==> config.mk <==
export PLATFORM = sky130hd
export DESIGN_NAME = bitmap_frame_allocator
export DESIGN_NICKNAME = d
export VERILOG_FILES = /design/src/hw/rtl/bfa_pkg.sv /design/src/hw/rtl/bfa_ram.sv /design/src/hw/rtl/bitmap_frame_allocator.sv
export SDC_FILE = /design/constraint.sdc
export NUM_CORES = 1
export LEC_CHECK = 0
export ABC_AREA = 1
export BUFFER_PORTS_ARGS = -buffer_cell sky130_fd_sc_hd__buf_4
export CAP_MARGIN = 10
export CORE_MARGIN = 5
export CORE_UTILIZATION = 55
export DETAILED_ROUTE_END_ITERATION = 10
export GPL_ROUTABILITY_DRIVEN = 1
export GPL_TIMING_DRIVEN = 0
export PLACE_DENSITY = 0.73
export SLEW_MARGIN = 0
export SYNTH_ARGS = -nofsm -noshare
export SYNTH_HDL_FRONTEND = slang
export SYNTH_HIERARCHICAL = 1
export SYNTH_SLANG_ARGS = --single-unit
export TNS_END_PERCENT = 50
==> constraint.sdc <==
create_clock -name clk -period 10 [get_ports clk]
set_input_delay 1.5 -clock clk [delete_from_list [all_inputs] [get_ports clk]]
set_output_delay 1.5 -clock clk [all_outputs]
set_load 0.02 [all_outputs]
==> src/hw/rtl/bfa_pkg.sv <==
// bfa_pkg: shared types and constants of the bitmap frame allocator
// no dependencies; used by bitmap_frame_allocator

package bfa_pkg;

  // default sizing of the frame pool
  localparam int FRAME_COUNT_DEF = 256;
  localparam int PAGE_BYTES_DEF  = 4096;

  // one map word of used bits per memory entry
  localparam int WORD_BITS = 32;

  // operation codes on the input tuser
  localparam logic [1:0] OP_ALLOC = 2'd0;
  localparam logic [1:0] OP_FREE  = 2'd1;
  localparam logic [1:0] OP_CLEAR = 2'd2;

  // status codes on the output tuser
  localparam logic [1:0] STAT_OK        = 2'd0;
  localparam logic [1:0] STAT_EXHAUSTED = 2'd1;
  localparam logic [1:0] STAT_RANGE     = 2'd2;

  typedef enum logic [2:0] {
    S_CLEAR,
    S_IDLE,
    S_SCAN,
    S_DIV,
    S_FREE_RD,
    S_FREE_WR
  } bfa_state_t;

endpackage

==> src/hw/rtl/bfa_ram.sv <==
// bfa_ram: generic single-clock ram, one write and one read port,
// registered read data; no dependencies

module bfa_ram #(
  parameter int WIDTH  = 32,
  parameter int DEPTH  = 8,
  parameter int ADDR_W = (DEPTH > 1) ? $clog2(DEPTH) : 1
) (
  input  logic              clk,
  input  logic              we,
  input  logic [ADDR_W-1:0] waddr,
  input  logic [WIDTH-1:0]  wdata,
  input  logic [ADDR_W-1:0] raddr,
  output logic [WIDTH-1:0]  rdata
);

  logic [WIDTH-1:0] mem [DEPTH];

  always_ff @(posedge clk) begin
    if (we) begin
      mem[waddr] <= wdata;
    end
    rdata <= mem[raddr];
  end

endmodule

==> src/hw/rtl/bitmap_frame_allocator.sv <==
// bitmap_frame_allocator: first-fit frame allocator over a used-bit map
// depends on bfa_pkg and bfa_ram
//
//  channel  | direction | tdata                                    | tuser
//  ---------+-----------+------------------------------------------+-----------
//  in_      | slave     | [31:0] free_address                      | [1:0] operation
//  out_     | master    | [31:0] frame_address, [39:32] frame_index| [1:0] status
//  cfg_     | write     | cfg_wr_data = pool_base                  | -
//
// the map sits in one ram of 32-bit words (W = ceil(FRAME_COUNT/32) words).
// allocate reads one word per cycle through the ram port.
// free in range divides by the page size with one reciprocal multiply, then a
// read-modify-write; out of range or code 3 is answered from idle without the ram.
// clear sweeps the ram one word per cycle; after reset the same sweep runs
// with in_tready low.
// an item is taken while idle and the result register is empty or draining.

module bitmap_frame_allocator
  import bfa_pkg::*;
#(
  parameter int FRAME_COUNT = FRAME_COUNT_DEF,
  parameter int PAGE_BYTES  = PAGE_BYTES_DEF
) (
  input  logic        clk,
  input  logic        rst_n,
  input  logic        cfg_wr_en,
  input  logic [31:0] cfg_wr_data,
  input  logic        in_tvalid,
  output logic        in_tready,
  input  logic [31:0] in_tdata,   // [31:0] free_address
  input  logic [1:0]  in_tuser,   // [1:0] operation
  output logic        out_tvalid,
  input  logic        out_tready,
  output logic [39:0] out_tdata,  // [31:0] frame_address, [39:32] frame_index
  output logic [1:0]  out_tuser   // [1:0] status
);

  localparam int WORDS     = (FRAME_COUNT + WORD_BITS - 1) / WORD_BITS;
  localparam int AW        = (WORDS > 1) ? $clog2(WORDS) : 1;
  localparam int IW        = $clog2(FRAME_COUNT);
  localparam int LAST_BITS = FRAME_COUNT - (WORDS - 1) * WORD_BITS;

  // reciprocal of the page size, exact for every offset below the pool span
  localparam longint unsigned SPAN_L  = 64'(FRAME_COUNT) * 64'(PAGE_BYTES);
  localparam int              OW      = $clog2(SPAN_L);
  localparam int              PW      = $clog2(PAGE_BYTES);
  localparam int              RSH     = OW + PW;
  localparam int              RW      = OW + 1;
  localparam longint unsigned RECIP_L =
    ((64'd1 << RSH) + 64'(PAGE_BYTES) - 64'd1) / 64'(PAGE_BYTES);

  localparam logic [AW-1:0]   LAST_WORD = AW'(WORDS - 1);
  localparam logic [31:0]     LAST_MASK = 32'hFFFF_FFFF >> (WORD_BITS - LAST_BITS);
  localparam logic [32:0]     SPAN      = 33'(SPAN_L);
  localparam logic [31:0]     PAGE32    = 32'(PAGE_BYTES);
  localparam logic [RW-1:0]   RECIP     = RW'(RECIP_L);

  bfa_state_t state_r, state_nxt;

  logic [31:0]   pool_base_r, pool_base_nxt;
  logic [AW-1:0] word_r, word_nxt;
  logic          pend_clr_r, pend_clr_nxt;
  logic [OW-1:0] off_r, off_nxt;
  logic [IW-1:0] quo_r, quo_nxt;

  logic          out_tvalid_r, out_tvalid_nxt;
  logic [31:0]   out_addr_r, out_addr_nxt;
  logic [7:0]    out_idx_r, out_idx_nxt;
  logic [1:0]    out_st_r, out_st_nxt;

  // ram port
  logic          ram_we;
  logic [AW-1:0] ram_waddr;
  logic [31:0]   ram_wdata;
  logic [AW-1:0] ram_raddr;
  logic [31:0]   ram_rdata;

  logic             accept;
  logic [1:0]       in_op;
  logic [32:0]      offset;
  logic             out_of_range;
  logic [31:0]      scan_mask;
  logic [31:0]      avail;
  logic             found;
  logic [4:0]       found_bit;
  logic [31:0]      alloc_idx;
  logic [31:0]      free_idx;
  logic [OW+RW-1:0] prod;

  bfa_ram #(
    .WIDTH (WORD_BITS),
    .DEPTH (WORDS),
    .ADDR_W(AW)
  ) u_map (
    .clk  (clk),
    .we   (ram_we),
    .waddr(ram_waddr),
    .wdata(ram_wdata),
    .raddr(ram_raddr),
    .rdata(ram_rdata)
  );

  assign in_tready = (state_r == S_IDLE) && (!out_tvalid_r || out_tready);
  assign accept    = in_tvalid && in_tready;
  assign in_op     = in_tuser;

  // compare without wrap: borrow means below the base
  assign offset       = {1'b0, in_tdata} - {1'b0, pool_base_r};
  assign out_of_range = offset[32] || (offset >= SPAN);

  assign scan_mask = (word_r == LAST_WORD) ? LAST_MASK : 32'hFFFF_FFFF;
  assign avail     = ~ram_rdata & scan_mask;

  always_comb begin
    found     = 1'b0;
    found_bit = 5'd0;
    for (int i = WORD_BITS - 1; i >= 0; i--) begin
      if (avail[i]) begin
        found     = 1'b1;
        found_bit = 5'(i);
      end
    end
  end

  assign alloc_idx = (32'(word_r) << 5) | 32'(found_bit);
  assign free_idx  = 32'(quo_r);
  assign prod      = (OW+RW)'(off_r) * (OW+RW)'(RECIP);

  // next state
  always_comb begin
    state_nxt = state_r;
    case (state_r)
      S_CLEAR: begin
        if (word_r == LAST_WORD) begin
          state_nxt = S_IDLE;
        end
      end
      S_IDLE: begin
        if (accept) begin
          case (in_op)
            OP_ALLOC: state_nxt = S_SCAN;
            OP_FREE:  state_nxt = out_of_range ? S_IDLE : S_DIV;
            OP_CLEAR: state_nxt = S_CLEAR;
            default:  state_nxt = S_IDLE;
          endcase
        end
      end
      S_SCAN: begin
        if (found || word_r == LAST_WORD) begin
          state_nxt = S_IDLE;
        end
      end
      S_DIV:     state_nxt = S_FREE_RD;
      S_FREE_RD: state_nxt = S_FREE_WR;
      S_FREE_WR: state_nxt = S_IDLE;
      default:   state_nxt = S_IDLE;
    endcase
  end

  // datapath and outputs
  always_comb begin
    pool_base_nxt  = cfg_wr_en ? cfg_wr_data : pool_base_r;
    word_nxt       = word_r;
    pend_clr_nxt   = pend_clr_r;
    off_nxt        = off_r;
    quo_nxt        = quo_r;
    out_tvalid_nxt = out_tvalid_r && !out_tready;
    out_addr_nxt   = out_addr_r;
    out_idx_nxt    = out_idx_r;
    out_st_nxt     = out_st_r;
    ram_we         = 1'b0;
    ram_waddr      = word_r;
    ram_wdata      = '0;
    ram_raddr      = '0;

    case (state_r)
      S_CLEAR: begin
        ram_we   = 1'b1;
        word_nxt = word_r + AW'(1);
        if (word_r == LAST_WORD) begin
          word_nxt     = '0;
          pend_clr_nxt = 1'b0;
          if (pend_clr_r) begin
            out_tvalid_nxt = 1'b1;
            out_addr_nxt   = '0;
            out_idx_nxt    = '0;
            out_st_nxt     = STAT_OK;
          end
        end
      end
      S_IDLE: begin
        if (accept) begin
          word_nxt = '0;
          off_nxt  = offset[OW-1:0];
          quo_nxt  = '0;
          case (in_op)
            OP_ALLOC: begin
              ram_raddr = '0;
            end
            OP_FREE: begin
              if (out_of_range) begin
                out_tvalid_nxt = 1'b1;
                out_addr_nxt   = '0;
                out_idx_nxt    = '0;
                out_st_nxt     = STAT_RANGE;
              end
            end
            OP_CLEAR: begin
              pend_clr_nxt = 1'b1;
            end
            default: begin
              out_tvalid_nxt = 1'b1;
              out_addr_nxt   = '0;
              out_idx_nxt    = '0;
              out_st_nxt     = STAT_OK;
            end
          endcase
        end
      end
      S_SCAN: begin
        // fetch the next word while this one is checked
        if (word_r != LAST_WORD) begin
          ram_raddr = word_r + AW'(1);
        end
        if (found) begin
          ram_we         = 1'b1;
          ram_waddr      = word_r;
          ram_wdata      = ram_rdata | (32'd1 << found_bit);
          out_tvalid_nxt = 1'b1;
          out_addr_nxt   = pool_base_r + 32'(alloc_idx * PAGE32);
          out_idx_nxt    = alloc_idx[7:0];
          out_st_nxt     = STAT_OK;
        end else if (word_r == LAST_WORD) begin
          out_tvalid_nxt = 1'b1;
          out_addr_nxt   = '0;
          out_idx_nxt    = '0;
          out_st_nxt     = STAT_EXHAUSTED;
        end else begin
          word_nxt = word_r + AW'(1);
        end
      end
      S_DIV: begin
        // frame index = offset / page size by reciprocal multiply
        quo_nxt = prod[RSH +: IW];
      end
      S_FREE_RD: begin
        ram_raddr = free_idx[5 +: AW];
      end
      S_FREE_WR: begin
        ram_we         = 1'b1;
        ram_waddr      = free_idx[5 +: AW];
        ram_wdata      = ram_rdata & ~(32'd1 << free_idx[4:0]);
        out_tvalid_nxt = 1'b1;
        out_addr_nxt   = '0;
        out_idx_nxt    = free_idx[7:0];
        out_st_nxt     = STAT_OK;
      end
      default: begin
        ram_we = 1'b0;
      end
    endcase
  end

  always_ff @(posedge clk) begin
    if (!rst_n) begin
      state_r      <= S_CLEAR;
      word_r       <= '0;
      pend_clr_r   <= 1'b0;
      pool_base_r  <= '0;
      out_tvalid_r <= 1'b0;
    end else begin
      state_r      <= state_nxt;
      word_r       <= word_nxt;
      pend_clr_r   <= pend_clr_nxt;
      pool_base_r  <= pool_base_nxt;
      out_tvalid_r <= out_tvalid_nxt;
    end
  end

  always_ff @(posedge clk) begin
    off_r      <= off_nxt;
    quo_r      <= quo_nxt;
    out_addr_r <= out_addr_nxt;
    out_idx_r  <= out_idx_nxt;
    out_st_r   <= out_st_nxt;
  end

  assign out_tvalid = out_tvalid_r;
  assign out_tdata  = {out_idx_r, out_addr_r};
  assign out_tuser  = out_st_r;

endmodule
* Word level (Yosys, flattened, before mapping)
Memories as Yosys holds them, arrays and structs flattened. A register that Yosys moved wholly into a read port is not among the register bits. Index checks and enable logic that the tools add are counted.
Storage, ports and cells: bits in registers 110, RAM bits 256, bits of input ports 71, output and inout port bits 44, word-level logic and storage cells 185, memories kept 1
Memory list:
- u_map.mem | depth 8, bits a word 32, rd ports 1, clocked after memory_dff 1, write ports 1, line bfa_ram.sv:17 | logic [WIDTH-1:0] mem [DEPTH];
Cells by class: $add $sub $neg 3, $lt $le $gt $ge 1, equality and inequality tests 19, shift operators 2, multiplexer cells 122, bitwise gates (word level) 5, reduce and logical (&&, ||, !) cells 22
Operators by type and width (count):
- 2-to-1 mux 32 bit | 7
- 2-to-1 mux 5 bit | 32
- one-hot mux 32 bit (2 select lines) | 2
- one-hot mux 32 bit (4 select lines) | 1
- NOT 32 bit | 2
- << shifter 1 x 5 -> 32 bit, first input constant | 2
- 2-to-1 mux 8 bit | 7
- 2-to-1 mux 1 bit | 44
- greater-or-equal comparator 33 x 21 -> 1 bit, second input constant | 1
- subtractor 32 x 32 -> 33 bit | 1
- adder 32 x 20 -> 32 bit | 1
- bitwise AND 32 bit | 1
- bitwise OR 32 bit | 1
- one-hot mux 8 bit (2 select lines) | 2
- one-hot mux 8 bit (4 select lines) | 1
- 2-to-1 mux 3 bit | 9
- one-hot mux 3 bit (5 select lines) | 1
- 2-to-1 mux 2 bit | 7
- inequality test 2 bit, second input constant | 7
- == test 3 bit, second input constant | 3
- inequality test 3 bit, second input constant | 3
- one-hot mux 3 bit (3 select lines) | 1
- bitwise OR 8 x 5 -> 8 bit | 1
- one-hot mux 2 bit (4 select lines) | 1
- other kinds (24) | 36

* Longest topological paths before layout
Gate-level depths: netlist of run 1.
depth after elaboration 37, mapped depth 46, depth with buffers taken out 46

* Cells and area by module
The synthesis of run 1 kept the hierarchy.
Modules (own cells, without submodules):
- bfa_ram | instances 1, cells an instance 1156, area each 11872.6 µm², seq. area each 8328.0 µm²
- bitmap_frame_allocator | instances 1, cells an instance 980, area each 7114.3 µm², seq. area each 2542.4 µm²

* Least setup slack after synthesis of run 1
OpenSTA, ideal clock, no wires.
kind input to register, start point input port in_tdata[0], end point register out_addr_r[0] (enable), data arrival time 4378 ps, required time 9554 ps, slack 5176 ps, stages on the path 22, cell sequence inv_1 > ha_1 > fa_1 > o21ai_0 > a31oi_1 > o21ai_1 > a21oi_1 > o21ai_2 > inv_1 > o21ai_2 > nand2_1 > nand2_1 > nand2_1 > nand2_1 > nand2_1 > o211ai_1 > o21ai_1 > or2_0 > nor2_1 > nand3_1 > o2111ai_1 > inv_1
On the way: word-level cells in the longest chain between the ends 5
Ends and longest elaborated chain:
- from (decl) | line bitmap_frame_allocator.sv:30 | input logic [31:0] in_tdata,
- subtractor 32 x 32 -> 33 bit (*) | line bitmap_frame_allocator.sv:108 | assign offset = {1'b0, in_tdata} - {1'b0, pool_base_r};
- greater-or-equal comparator 33 x 21 -> 1 bit | line bitmap_frame_allocator.sv:109 | assign out_of_range = offset[32] || (offset >= SPAN);
- logical OR 1 bit (*) | line bitmap_frame_allocator.sv:109
- inequality test 3 bit (no line) (*)
- AND reduction 7 bit (no line) (*)
- to (signal assigned) | line bitmap_frame_allocator.sv:283 | out_addr_r <= out_addr_nxt;
- to (decl) | line bitmap_frame_allocator.sv:67 | logic [31:0] out_addr_r, out_addr_nxt;
Every way passes the cells marked *; elsewhere a longest branch is shown, timed or not. A chain may end at the register's enable or synchronous reset.

* Worst setup path in the final report of run 1
start point input port in_tdata[0], end point register out_idx_r[4] (enable)
On the way: word-level cells in the longest chain between the ends 5
Ends and longest elaborated chain:
- subtractor 32 x 32 -> 33 bit (*) | line bitmap_frame_allocator.sv:108
- greater-or-equal comparator 33 x 21 -> 1 bit | line bitmap_frame_allocator.sv:109
- logical OR 1 bit (*) | line bitmap_frame_allocator.sv:109
- inequality test 3 bit (no line) (*)
- AND reduction 7 bit (no line) (*)
- to (signal assigned) | line bitmap_frame_allocator.sv:284 | out_idx_r <= out_idx_nxt;
- to (decl) | line bitmap_frame_allocator.sv:68 | logic [7:0] out_idx_r, out_idx_nxt;
Marked as above.

==> results.env, run 1 <==
CELLS_TRAVERSED_ALONG_THE_WORST_TIMING_PATH='buf_4 > inv_1 > ha_1 > fa_1 > o21ai_0 > a31oi_1 > o21ai_1 > a21oi_1 > o21ai_2 > inv_1 > o21ai_2 > nand2_1 > nand2_1 > nand2_1 > nand2_1 > nand2_1 > o211ai_1 > o21ai_1 > or2_0 > nor2_1 > nand3_1 > o2111ai_1 > inv_2 > buf_12'
TOTAL_LEAKAGE_POWER_nW=9.92
DETAIL-ROUTE-ANTENNA-NETS=0
CLKLATENCYLATEPIN_NS=0.55
GP_CONGESTION=0.981
CPMAXSTAGEDELAYCELL='sky130_fd_sc_hd__fa_1'
FMAX_MHz=213
TIMING.CRITICAL_PATH.FROM_TYPE='input pin'
CTS_TREE='done'
TOP_LEVEL_PORTS=115
CTS_ROOT_BUF='sky130_fd_sc_hd__clkbuf_16'
CLOCK_POWER_SHARE_PCT=38.9
RUN_STATUS='finished, final reports clean'
POWER.SHARE.SWITCHING_PCT=24.3
DETAIL_ROUTE.WL_PER_CELL_UM=19.3
NUMBER_OF_GLOBAL_ROUTE_VIAS_BEFORE_REPAIR=15200
MAX_SLEW.WORST_PIN.SLEW_NS=0.903
GRT_ANTENNA_BEFORE_REPAIR=0
POWER_FRAC_SEQ_PCT=51.0
CTS-ROOT-TO-SINK-BUFFERS=3
LARGEST_NET_DEGREE_AT_THE_START_OF_GLOBAL_ROUTING=31
INTPOWER_W=0.00279
DIE_AREA_MM2=0.0383
GRT_USE_TOTAL_PCT=27.8
DRT_DRC_VIOLATIONS_LEFT=0
NUMCTSBUFFERS=41
DRT_WL_TOTAL_UM=53900
VIA_COUNT=15300
FLOORPLAN.DIE.WIDTH_UM=196
ASYNC_FLOP_SHARE_PCT=0
POWER-PER-CELL-AREA_mW_PER_MM2=168
DIE-HEIGHT_UM=196
WORSTPATHBUFFERINVERTERCOUNT=5
GRT_PASS1_WL_UM=83200
FINCLKSKEW_NS=0.0139
DRT-PASS1-ITER-COUNT=7
TOTAL_SWITCHING_POWER_W=0.000894
CTS-RESIZED-GATES=0
CRITPATHMOSTFREQUENTCELL='sky130_fd_sc_hd__nand2_1'
FIN_HOLD_WS_NS=0.481
SYNTH_SEQUENTIAL_AREA_RATIO_PCT=57.3
WORST_PATH_DOMINANT_CELL_FAMILY='compound AO/OA/AOI/OAI gates'
SYNTH_CELL_TYPE_COUNT=54
CLOCK_SINK_COUNT=386
PLACEABLECOREAREA_MM2=0.0343
FINAL_CELL_MIX='sky130_fd_sc_hd__nand2_1, sky130_fd_sc_hd__inv_1, sky130_fd_sc_hd__edfxtp_1'
CTS_HOLD_BUF=0
CAP_VIOL_MAX_COUNT=0
YS.FLOP_TYPE='sky130_fd_sc_hd__edfxtp_1'
FINAL-INSTANCE-COUNT-EXCL-FILL=2789
POST_CTS.REPAIR.SETUP_BUFFERS=0
RSZ0062_AT_GRT='no'
PATH_CLASS='input pin to register'
DRV_SLEW=0
WORSTHOLDPATHTYPE='register to register'
WORSTPATHARRIVAL_NS=4.97
PLACED_CELLS=2713
SYNTHESIS.AREA_PER_INSTANCE_UM2=8.89
DETAIL_ROUTE.VIAS_PER_CELL=5.48
IR_WORST_VDD_uV=137
TIMING_HOLD_VIOLATIONS_FINAL=0
LAYOUT.CELLS.MOST_COMMON='sky130_fd_sc_hd__nand2_1'
POST-ROUTE-MIN-PERIOD_NS=4.69
SYNTH_AREA_MM2=0.0190
SYNTH-EDFF-COUNT=314
FINALPOWER_W=0.00368
CRIT_FANOUT=30
ANTENNA-DIODE-COUNT=0
SETUP-TNS-FINAL_NS=0
SYN-INSTANCE-COUNT=2136
HTREE_NUM_LEVELS=2
NNETSFINAL=2417
YS.WARNINGS.COUNT=6
LAYOUT.CORE_UTILIZATION_PCT=64.0
FINAL_MIN_PERIOD_OVER_CLOCK_PERIOD_PCT=46.9
IO_BUFFERS=113
MAX_STAGE_DELAY_NS=0.36
SYNTHESIS.NETS=2250
GRT_OVERFLOW=0
STARTING_DENSITY_PCT=55.4
FINALSETUPVIOLATIONS=0
COMB_POWER_SHARE_PCT=10.2
CP_DATA_REQUIRED_TIME_NS=10.28
AREA_GROWTH_SYN_TO_LAYOUT_PCT=15.6
DRT_ITER0_MARKERS=1118
DRIVE_GT1_SHARE_PCT=11.3
PLACEMENTROWS=68
CRIT_PATH_END_KIND='register'
DP.FINAL_HPWL_UM=38800
YS_FF_LATCH=386
CLK_PIN_SLEW_NS=0.06
TIMING.SLEW.HEADROOM_PCT=39.1
Yosys cell counts (2+ instances only):
| master | instances | share of area [%] |
|---|---|---|
| sky130_fd_sc_hd__nor4_1 | 2 | 0.066 |
| sky130_fd_sc_hd__inv_2 | 3 | 0.059 |
| sky130_fd_sc_hd__a32o_1 | 2 | 0.11 |
| sky130_fd_sc_hd__a21oi_1 | 104 | 2.7 |
| sky130_fd_sc_hd__nor2_1 | 105 | 2.1 |
| sky130_fd_sc_hd__o21ai_0 | 90 | 2.4 |
| sky130_fd_sc_hd__buf_2 | 21 | 0.55 |
| sky130_fd_sc_hd__nor3_1 | 18 | 0.47 |
| sky130_fd_sc_hd__dfxtp_1 | 72 | 7.6 |
| sky130_fd_sc_hd__a31oi_1 | 9 | 0.30 |
| sky130_fd_sc_hd__o211ai_1 | 7 | 0.28 |
| sky130_fd_sc_hd__ha_1 | 42 | 2.8 |
| sky130_fd_sc_hd__nor2_2 | 4 | 0.13 |
| sky130_fd_sc_hd__xnor2_1 | 9 | 0.42 |
| sky130_fd_sc_hd__o21a_1 | 3 | 0.12 |
| sky130_fd_sc_hd__nand2_1 | 596 | 12 |
| sky130_fd_sc_hd__o21ai_2 | 3 | 0.14 |
| sky130_fd_sc_hd__nand2_4 | 2 | 0.12 |
| sky130_fd_sc_hd__xor2_1 | 12 | 0.55 |
| sky130_fd_sc_hd__o221ai_1 | 2 | 0.092 |
| sky130_fd_sc_hd__inv_1 | 384 | 7.6 |
| sky130_fd_sc_hd__o21ai_1 | 8 | 0.21 |
| sky130_fd_sc_hd__a21boi_1 | 2 | 0.079 |
| sky130_fd_sc_hd__nand3b_1 | 2 | 0.079 |
| sky130_fd_sc_hd__clkinv_1 | 4 | 0.079 |
| sky130_fd_sc_hd__nand2_2 | 6 | 0.20 |
| sky130_fd_sc_hd__buf_4 | 8 | 0.32 |
| sky130_fd_sc_hd__edfxtp_1 | 314 | 50 |
| sky130_fd_sc_hd__buf_6 | 12 | 0.71 |
| sky130_fd_sc_hd__nand4_1 | 32 | 1.1 |
| sky130_fd_sc_hd__o31ai_1 | 2 | 0.079 |
| sky130_fd_sc_hd__nand3_2 | 2 | 0.11 |
| sky130_fd_sc_hd__nand3_1 | 184 | 4.9 |
| sky130_fd_sc_hd__clkbuf_1 | 30 | 0.59 |
| sky130_fd_sc_hd__o22ai_1 | 8 | 0.26 |
| sky130_fd_sc_hd__a22oi_1 | 2 | 0.079 |
| sky130_fd_sc_hd__o21bai_2 | 2 | 0.12 |
| sky130_fd_sc_hd__buf_1 | 6 | 0.12 |
| sky130_fd_sc_hd__o21bai_1 | 7 | 0.28 |
through the flow:
stage / area [µm²] / setup WS (ns)
floorplan: 19000 / 5.18
global placement: 20400 / 4.00
detailed placement: 20700 / 4.74
CTS: 21900 / 5.31
global route: 21900 / 4.99
finish: 21900 / 5.31
tightest hold or removal path: cells and delay by family (launching register included):
| kind | cells | cell delay [ns] |
|---|---|---|
| buf+inv | 1 | 0.06 |
| compound gates | 1 | 0.06 |
| flops | 1 | 0.32 |
path summary, 6_finish.rpt:
kind / slack (ns) / depth (start not counted) / endpoint / from
worst min register to register: 0.48 / 2 / pool_base_r[0]$_SDFFE_PN0P_ / pool_base_r[0]$_SDFFE_PN0P_
worst max-delay path: 5.31 / 24 / out_idx_r[4]$_DFFE_PP_ / in_tdata[0]
worst max register to register: 5.64 / 23 / u_map/mem[3][26]$_DFFE_PP_ / u_map/rdata[28]$_DFF_P_
worst min-delay path: 0.48 / 2 / pool_base_r[0]$_SDFFE_PN0P_ / pool_base_r[0]$_SDFFE_PN0P_
per-layer routing:
layer  GRT usage, %  up-vias  part of all wire [%]
met1           34.4     7246                    40
met5              0        -                     0
met2           48.1      618                    49
met4           11.5        0                   4.3
met3           5.08      133                   7.1
li1               -     7290                     -
registers in the layout (all words and copies together) (netlist names):
name	cells
u_map/mem	256
out_addr_r	32
pool_base_r	32
u_map/rdata	32
off_r	8
out_idx_r	8
quo_r	8
state_r	3
word_r	3
out_tuser	2
out_tvalid	1
pend_clr_r	1
power groups by stage:
stage | registers [W] | clock network [W] | logic, W
after detailed placement | 0.00191 | 0 | 0.000370
after global placement | 0.00191 | 0 | 0.000345
after CTS | 0.00188 | 0.00145 | 0.000374
final | 0.00188 | 0.00143 | 0.000375
after floorplan | 0.00190 | 0 | 0.000243
after global routing | 0.00189 | 0.00153 | 0.000420
kinds of logic (layout without fill, tap and decap cells):
logic type	Yosys count	after routing	synth area share (%)
and+or+nand+nor	959	959	21.3
DFF	386	386	57.3
AOI/OAI and AO/OA	258	258	7.59
buffers and inverters	469	667	10.0
xor gates and xnor gates	21	21	0.969
adders and majority gates	43	43	2.87
area by class of cell:
cell class / count / area, µm²
Sequential cell: 386 / 10900
Tap cell: 455 / 569
Timing Repair Buffer: 124 / 1060
Inverter: 392 / 1470
Multi-Input combinational cell: 1281 / 6270
Buffer: 77 / 435
Clock buffer: 54 / 1140
Fill cell: 2796 / 12300
Clock inverter: 20 / 131
Note: power is estimated with default switching activity, not from simulation.
==> inputs of run 2 (changes only) <==
- ABC_AREA: 1 -> 0
- PLACE_DENSITY: 0.73 -> 0.76
- clock period: 10 -> 4.04 ns (I/O delays scaled with it)
==> results.env, run 2 <==
DETAIL-ROUTE-ANTENNA-NETS=0
DRT_WL_TOTAL_UM=45400
YS.FLOP_TYPE='sky130_fd_sc_hd__edfxtp_1'
WORSTHOLDPATHTYPE='input pin to register'
CTS_ROOT_BUF='sky130_fd_sc_hd__clkbuf_16'
DIE-HEIGHT_UM=190
SYNTH-EDFF-COUNT=314
DRIVE_GT1_SHARE_PCT=19.8
LARGEST_NET_DEGREE_AT_THE_START_OF_GLOBAL_ROUTING=24
CELLS_TRAVERSED_ALONG_THE_WORST_TIMING_PATH='nand2b_1 > a21boi_1 > o21ai_0 > a21boi_0 > o21ai_1 > a21oi_1 > a211oi_2 > o21ai_1 > o21ai_2 > inv_4 > ha_1 > or2_2 > a221oi_2 > nor3_1 > o311a_1 > o2111ai_2 > xnor2_1 > nor2_1'
YS.WARNINGS.COUNT=6
HTREE_NUM_LEVELS=2
POST-ROUTE-MIN-PERIOD_NS=4.02
GP_CONGESTION=0.975
FINAL_MIN_PERIOD_OVER_CLOCK_PERIOD_PCT=99.5
LARGEST_REGISTER_BY_FLOP_COUNT='u_map/mem'
LAYOUT.CELLS.MOST_COMMON='sky130_fd_sc_hd__edfxtp_1'
CTS-ROOT-TO-SINK-BUFFERS=3
GRT_ANTENNA_BEFORE_REPAIR=0
PLACEMENTROWS=65
FINALSETUPVIOLATIONS=0
TOTAL_LEAKAGE_POWER_nW=7.80
DRT_ITER0_MARKERS=888
WORSTPATHARRIVAL_NS=4.28
SYNTH_AREA_LEADERS='sky130_fd_sc_hd__edfxtp_1, sky130_fd_sc_hd__dfxtp_1, sky130_fd_sc_hd__mux4_1'
REG2REG_DEPTH=18
MAX_SLEW.WORST_PIN.SLEW_NS=1.20
NUMCTSBUFFERS=40
DIE_AREA_MM2=0.0361
LAYOUT.CORE_UTILIZATION_PCT=66.1
CAP_VIOL_MAX_COUNT=0
LAYOUT.FILLER_CELLS=2230
DRT_DRC_VIOLATIONS_LEFT=0
GRT_PASS1_WL_UM=69200
FINAL_CELL_MIX='sky130_fd_sc_hd__edfxtp_1, sky130_fd_sc_hd__buf_4, sky130_fd_sc_hd__nand2_1'
CTS_TREE='done'
MAX_STAGE_DELAY_NS=0.47
SYNTH_COMMON_CELLS='sky130_fd_sc_hd__edfxtp_1, sky130_fd_sc_hd__nor2_1, sky130_fd_sc_hd__a21oi_1, sky130_fd_sc_hd__nand2_1, sky130_fd_sc_hd__dfxtp_1'
IR_WORST_VDD_uV=326
ANTENNA-DIODE-COUNT=0
ASYNC_FLOP_SHARE_PCT=0
NUMBER_OF_GLOBAL_ROUTE_VIAS_BEFORE_REPAIR=12000
TOP_LEVEL_PORTS=115
VIA_COUNT=11800
SYNTH_SEQUENTIAL_AREA_RATIO_PCT=61.0
AREA_TAKEN_BY_MULTI_INPUT_LOGIC_GATES_MM2=0.00657
SYN-INSTANCE-COUNT=1311
TIMING.CRITICAL_PATH.FROM_TYPE='register'
CPMAXSTAGEDELAYCELL='sky130_fd_sc_hd__o311a_1'
YS_FF_LATCH=386
RUN_STATUS='finished, final reports clean'
SYNTHMOSTINSTANTIATEDCELL='sky130_fd_sc_hd__edfxtp_1'
IO_BUFFERS=112
CP_DATA_REQUIRED_TIME_NS=4.30
HOLD_PATH_DEPTH=3
RSZ0062_AT_GRT='yes'
AREA_GROWTH_SYN_TO_LAYOUT_PCT=18.0
SYNTHESIS.AREA_PER_INSTANCE_UM2=13.6
NNETSFINAL=1597
SETUP-TNS-FINAL_NS=0
DRT-PASS1-ITER-COUNT=5
NETLIST.TOP_CELL.BY_AREA='sky130_fd_sc_hd__edfxtp_1'
DRV_SLEW=0
CLK_PIN_SLEW_NS=0.06
DETAIL_ROUTE.WL_PER_CELL_UM=23.3
STARTING_DENSITY_PCT=56.0
FMAX_MHz=249
POWER-PER-CELL-AREA_mW_PER_MM2=529
GRT_USE_TOTAL_PCT=24.9
TIMING_HOLD_VIOLATIONS_FINAL=0
CLOCK_SINK_COUNT=386
PLACEABLECOREAREA_MM2=0.0318
FLOORPLAN.DIE.WIDTH_UM=190
CRITPATHMOSTFREQUENTCELL='sky130_fd_sc_hd__o21ai_1'
TIMING.SLEW.HEADROOM_PCT=19.4
DETAIL_ROUTE.VIAS_PER_CELL=6.04
CRIT_FANOUT=9
GRT_OVERFLOW=0
REGAREA_MM2=0.0109
SHARE_OF_YOSYS_CELL_AREA_CLAIMED_BY_THE_TOP_AREA_CELL_TYPE_PCT=52.9
SYNTH_AREA_MM2=0.0178
CRIT_PATH_END_KIND='register'
FINCLKSKEW_NS=0.0202
SETUP_SLACK_ON_THE_WORST_FLOP_TO_FLOP_PATH_NS=0.02
SYNTH_CELL_TYPE_COUNT=72
LARGEST_REGISTER_FFS=256
DP.FINAL_HPWL_UM=31200
CLKLATENCYLATEPIN_NS=0.53
SYNTHESIS.NETS=1425
PATH_CLASS='register to register'
run 2: cell types whose count changed after synthesis, moves of 24 or more:
cell                      before  now
sky130_fd_sc_hd__mux2i_1       0   35
sky130_fd_sc_hd__nand2_1     596   83
sky130_fd_sc_hd__mux2_2        0   32
sky130_fd_sc_hd__inv_1       384   58
sky130_fd_sc_hd__nand3_1     184   22
sky130_fd_sc_hd__mux4_1        0   40
sky130_fd_sc_hd__o21ai_0      90   63
sky130_fd_sc_hd__mux4_2        0   24
sky130_fd_sc_hd__nor2b_1       0   43
run 2: logic make-up (layout without fill, tap and decap cells):
| family | count (synthesis) | count (layout) | synth area share (%) |
|---|---|---|---|
| adders and majority gates | 43 | 43 | 3.06 |
| muxes | 131 | 131 | 12.9 |
| buffers and inverters | 123 | 325 | 3.03 |
| xor gates and xnor gates | 30 | 30 | 1.48 |
| AOI/OAI and AO/OA | 262 | 263 | 9.22 |
| and+or+nand+nor | 336 | 336 | 9.25 |
| DFF | 386 | 386 | 61.0 |
run 2: layer usage:
layer | vias to the layer above | wire [µm] | GRT usage, %
met5 | - | 0 | 0
met4 | 0 | 1350 | 7.96
met3 | 97 | 3580 | 5.23
met2 | 501 | 22000 | 41.7
met1 | 5784 | 18500 | 33.0
li1 | 5381 | - | -
run 2: where the power goes:
part           switching [W]  leakage, nW  internal, W
logic                0.00116         3.44     0.000820
clock network        0.00148        0.663      0.00226
registers           0.000363         3.70      0.00504
run 2: metrics by stage:
stage / power (W) / worst slack [ns] / area (µm²) / std cells / hold slack (ns)
finish: 0.0111 / 0.0205 / 21000 / 1949 / 0.334
floorplan: 0.00651 / -0.0968 / 17800 / 1311 / 0.483
global route: 0.0115 / -0.155 / 21000 / 1949 / 0.336
detailed placement: 0.00736 / -0.424 / 19500 / 1871 / 0.502
CTS: 0.0111 / 0.00339 / 20900 / 1946 / 0.316
global placement: 0.00716 / -2.72 / 19200 / 1858 / 0.497
run 2: critical path, delay by kind of cell, from the launching register on:
kind	cells	cell delay (ns)
compound gates	11	2.22
simple gates	4	0.60
flops	1	0.40
fa+ha+maj	1	0.24
xor+xnor	1	0.15
buf+inv	1	0.13
run 2: worst paths after layout:
kind                               start                            to
max              u_map/rdata[31]$_DFF_P_  out_addr_r[31]$_SDFFCE_PN0P_
min                      cfg_wr_data[19]  pool_base_r[19]$_SDFFE_PN0P_
max reg2reg      u_map/rdata[31]$_DFF_P_  out_addr_r[31]$_SDFFCE_PN0P_
min reg2reg  pool_base_r[7]$_SDFFE_PN0P_   pool_base_r[7]$_SDFFE_PN0P_
run 2: area by class of cell:
class,count,share of cell area (%)
buffer,64,1.52
clock buffer,52,5.28
clock inverter,21,1.17
inverter,59,1.07
multi-input combinational,803,31.3
sequential,386,51.7
tap,435,2.59
timing repair buffer,129,5.38
run 2: repair_timing:
action | 4_1_cts | 5_1_grt
hold buffers | 0 | 0
pin swaps | 2 | 4
buffers inserted | 1 | 2
resized for setup | 5 | 10
endpoints found under the setup margin | 35 | 61
cloned | 1 | 0
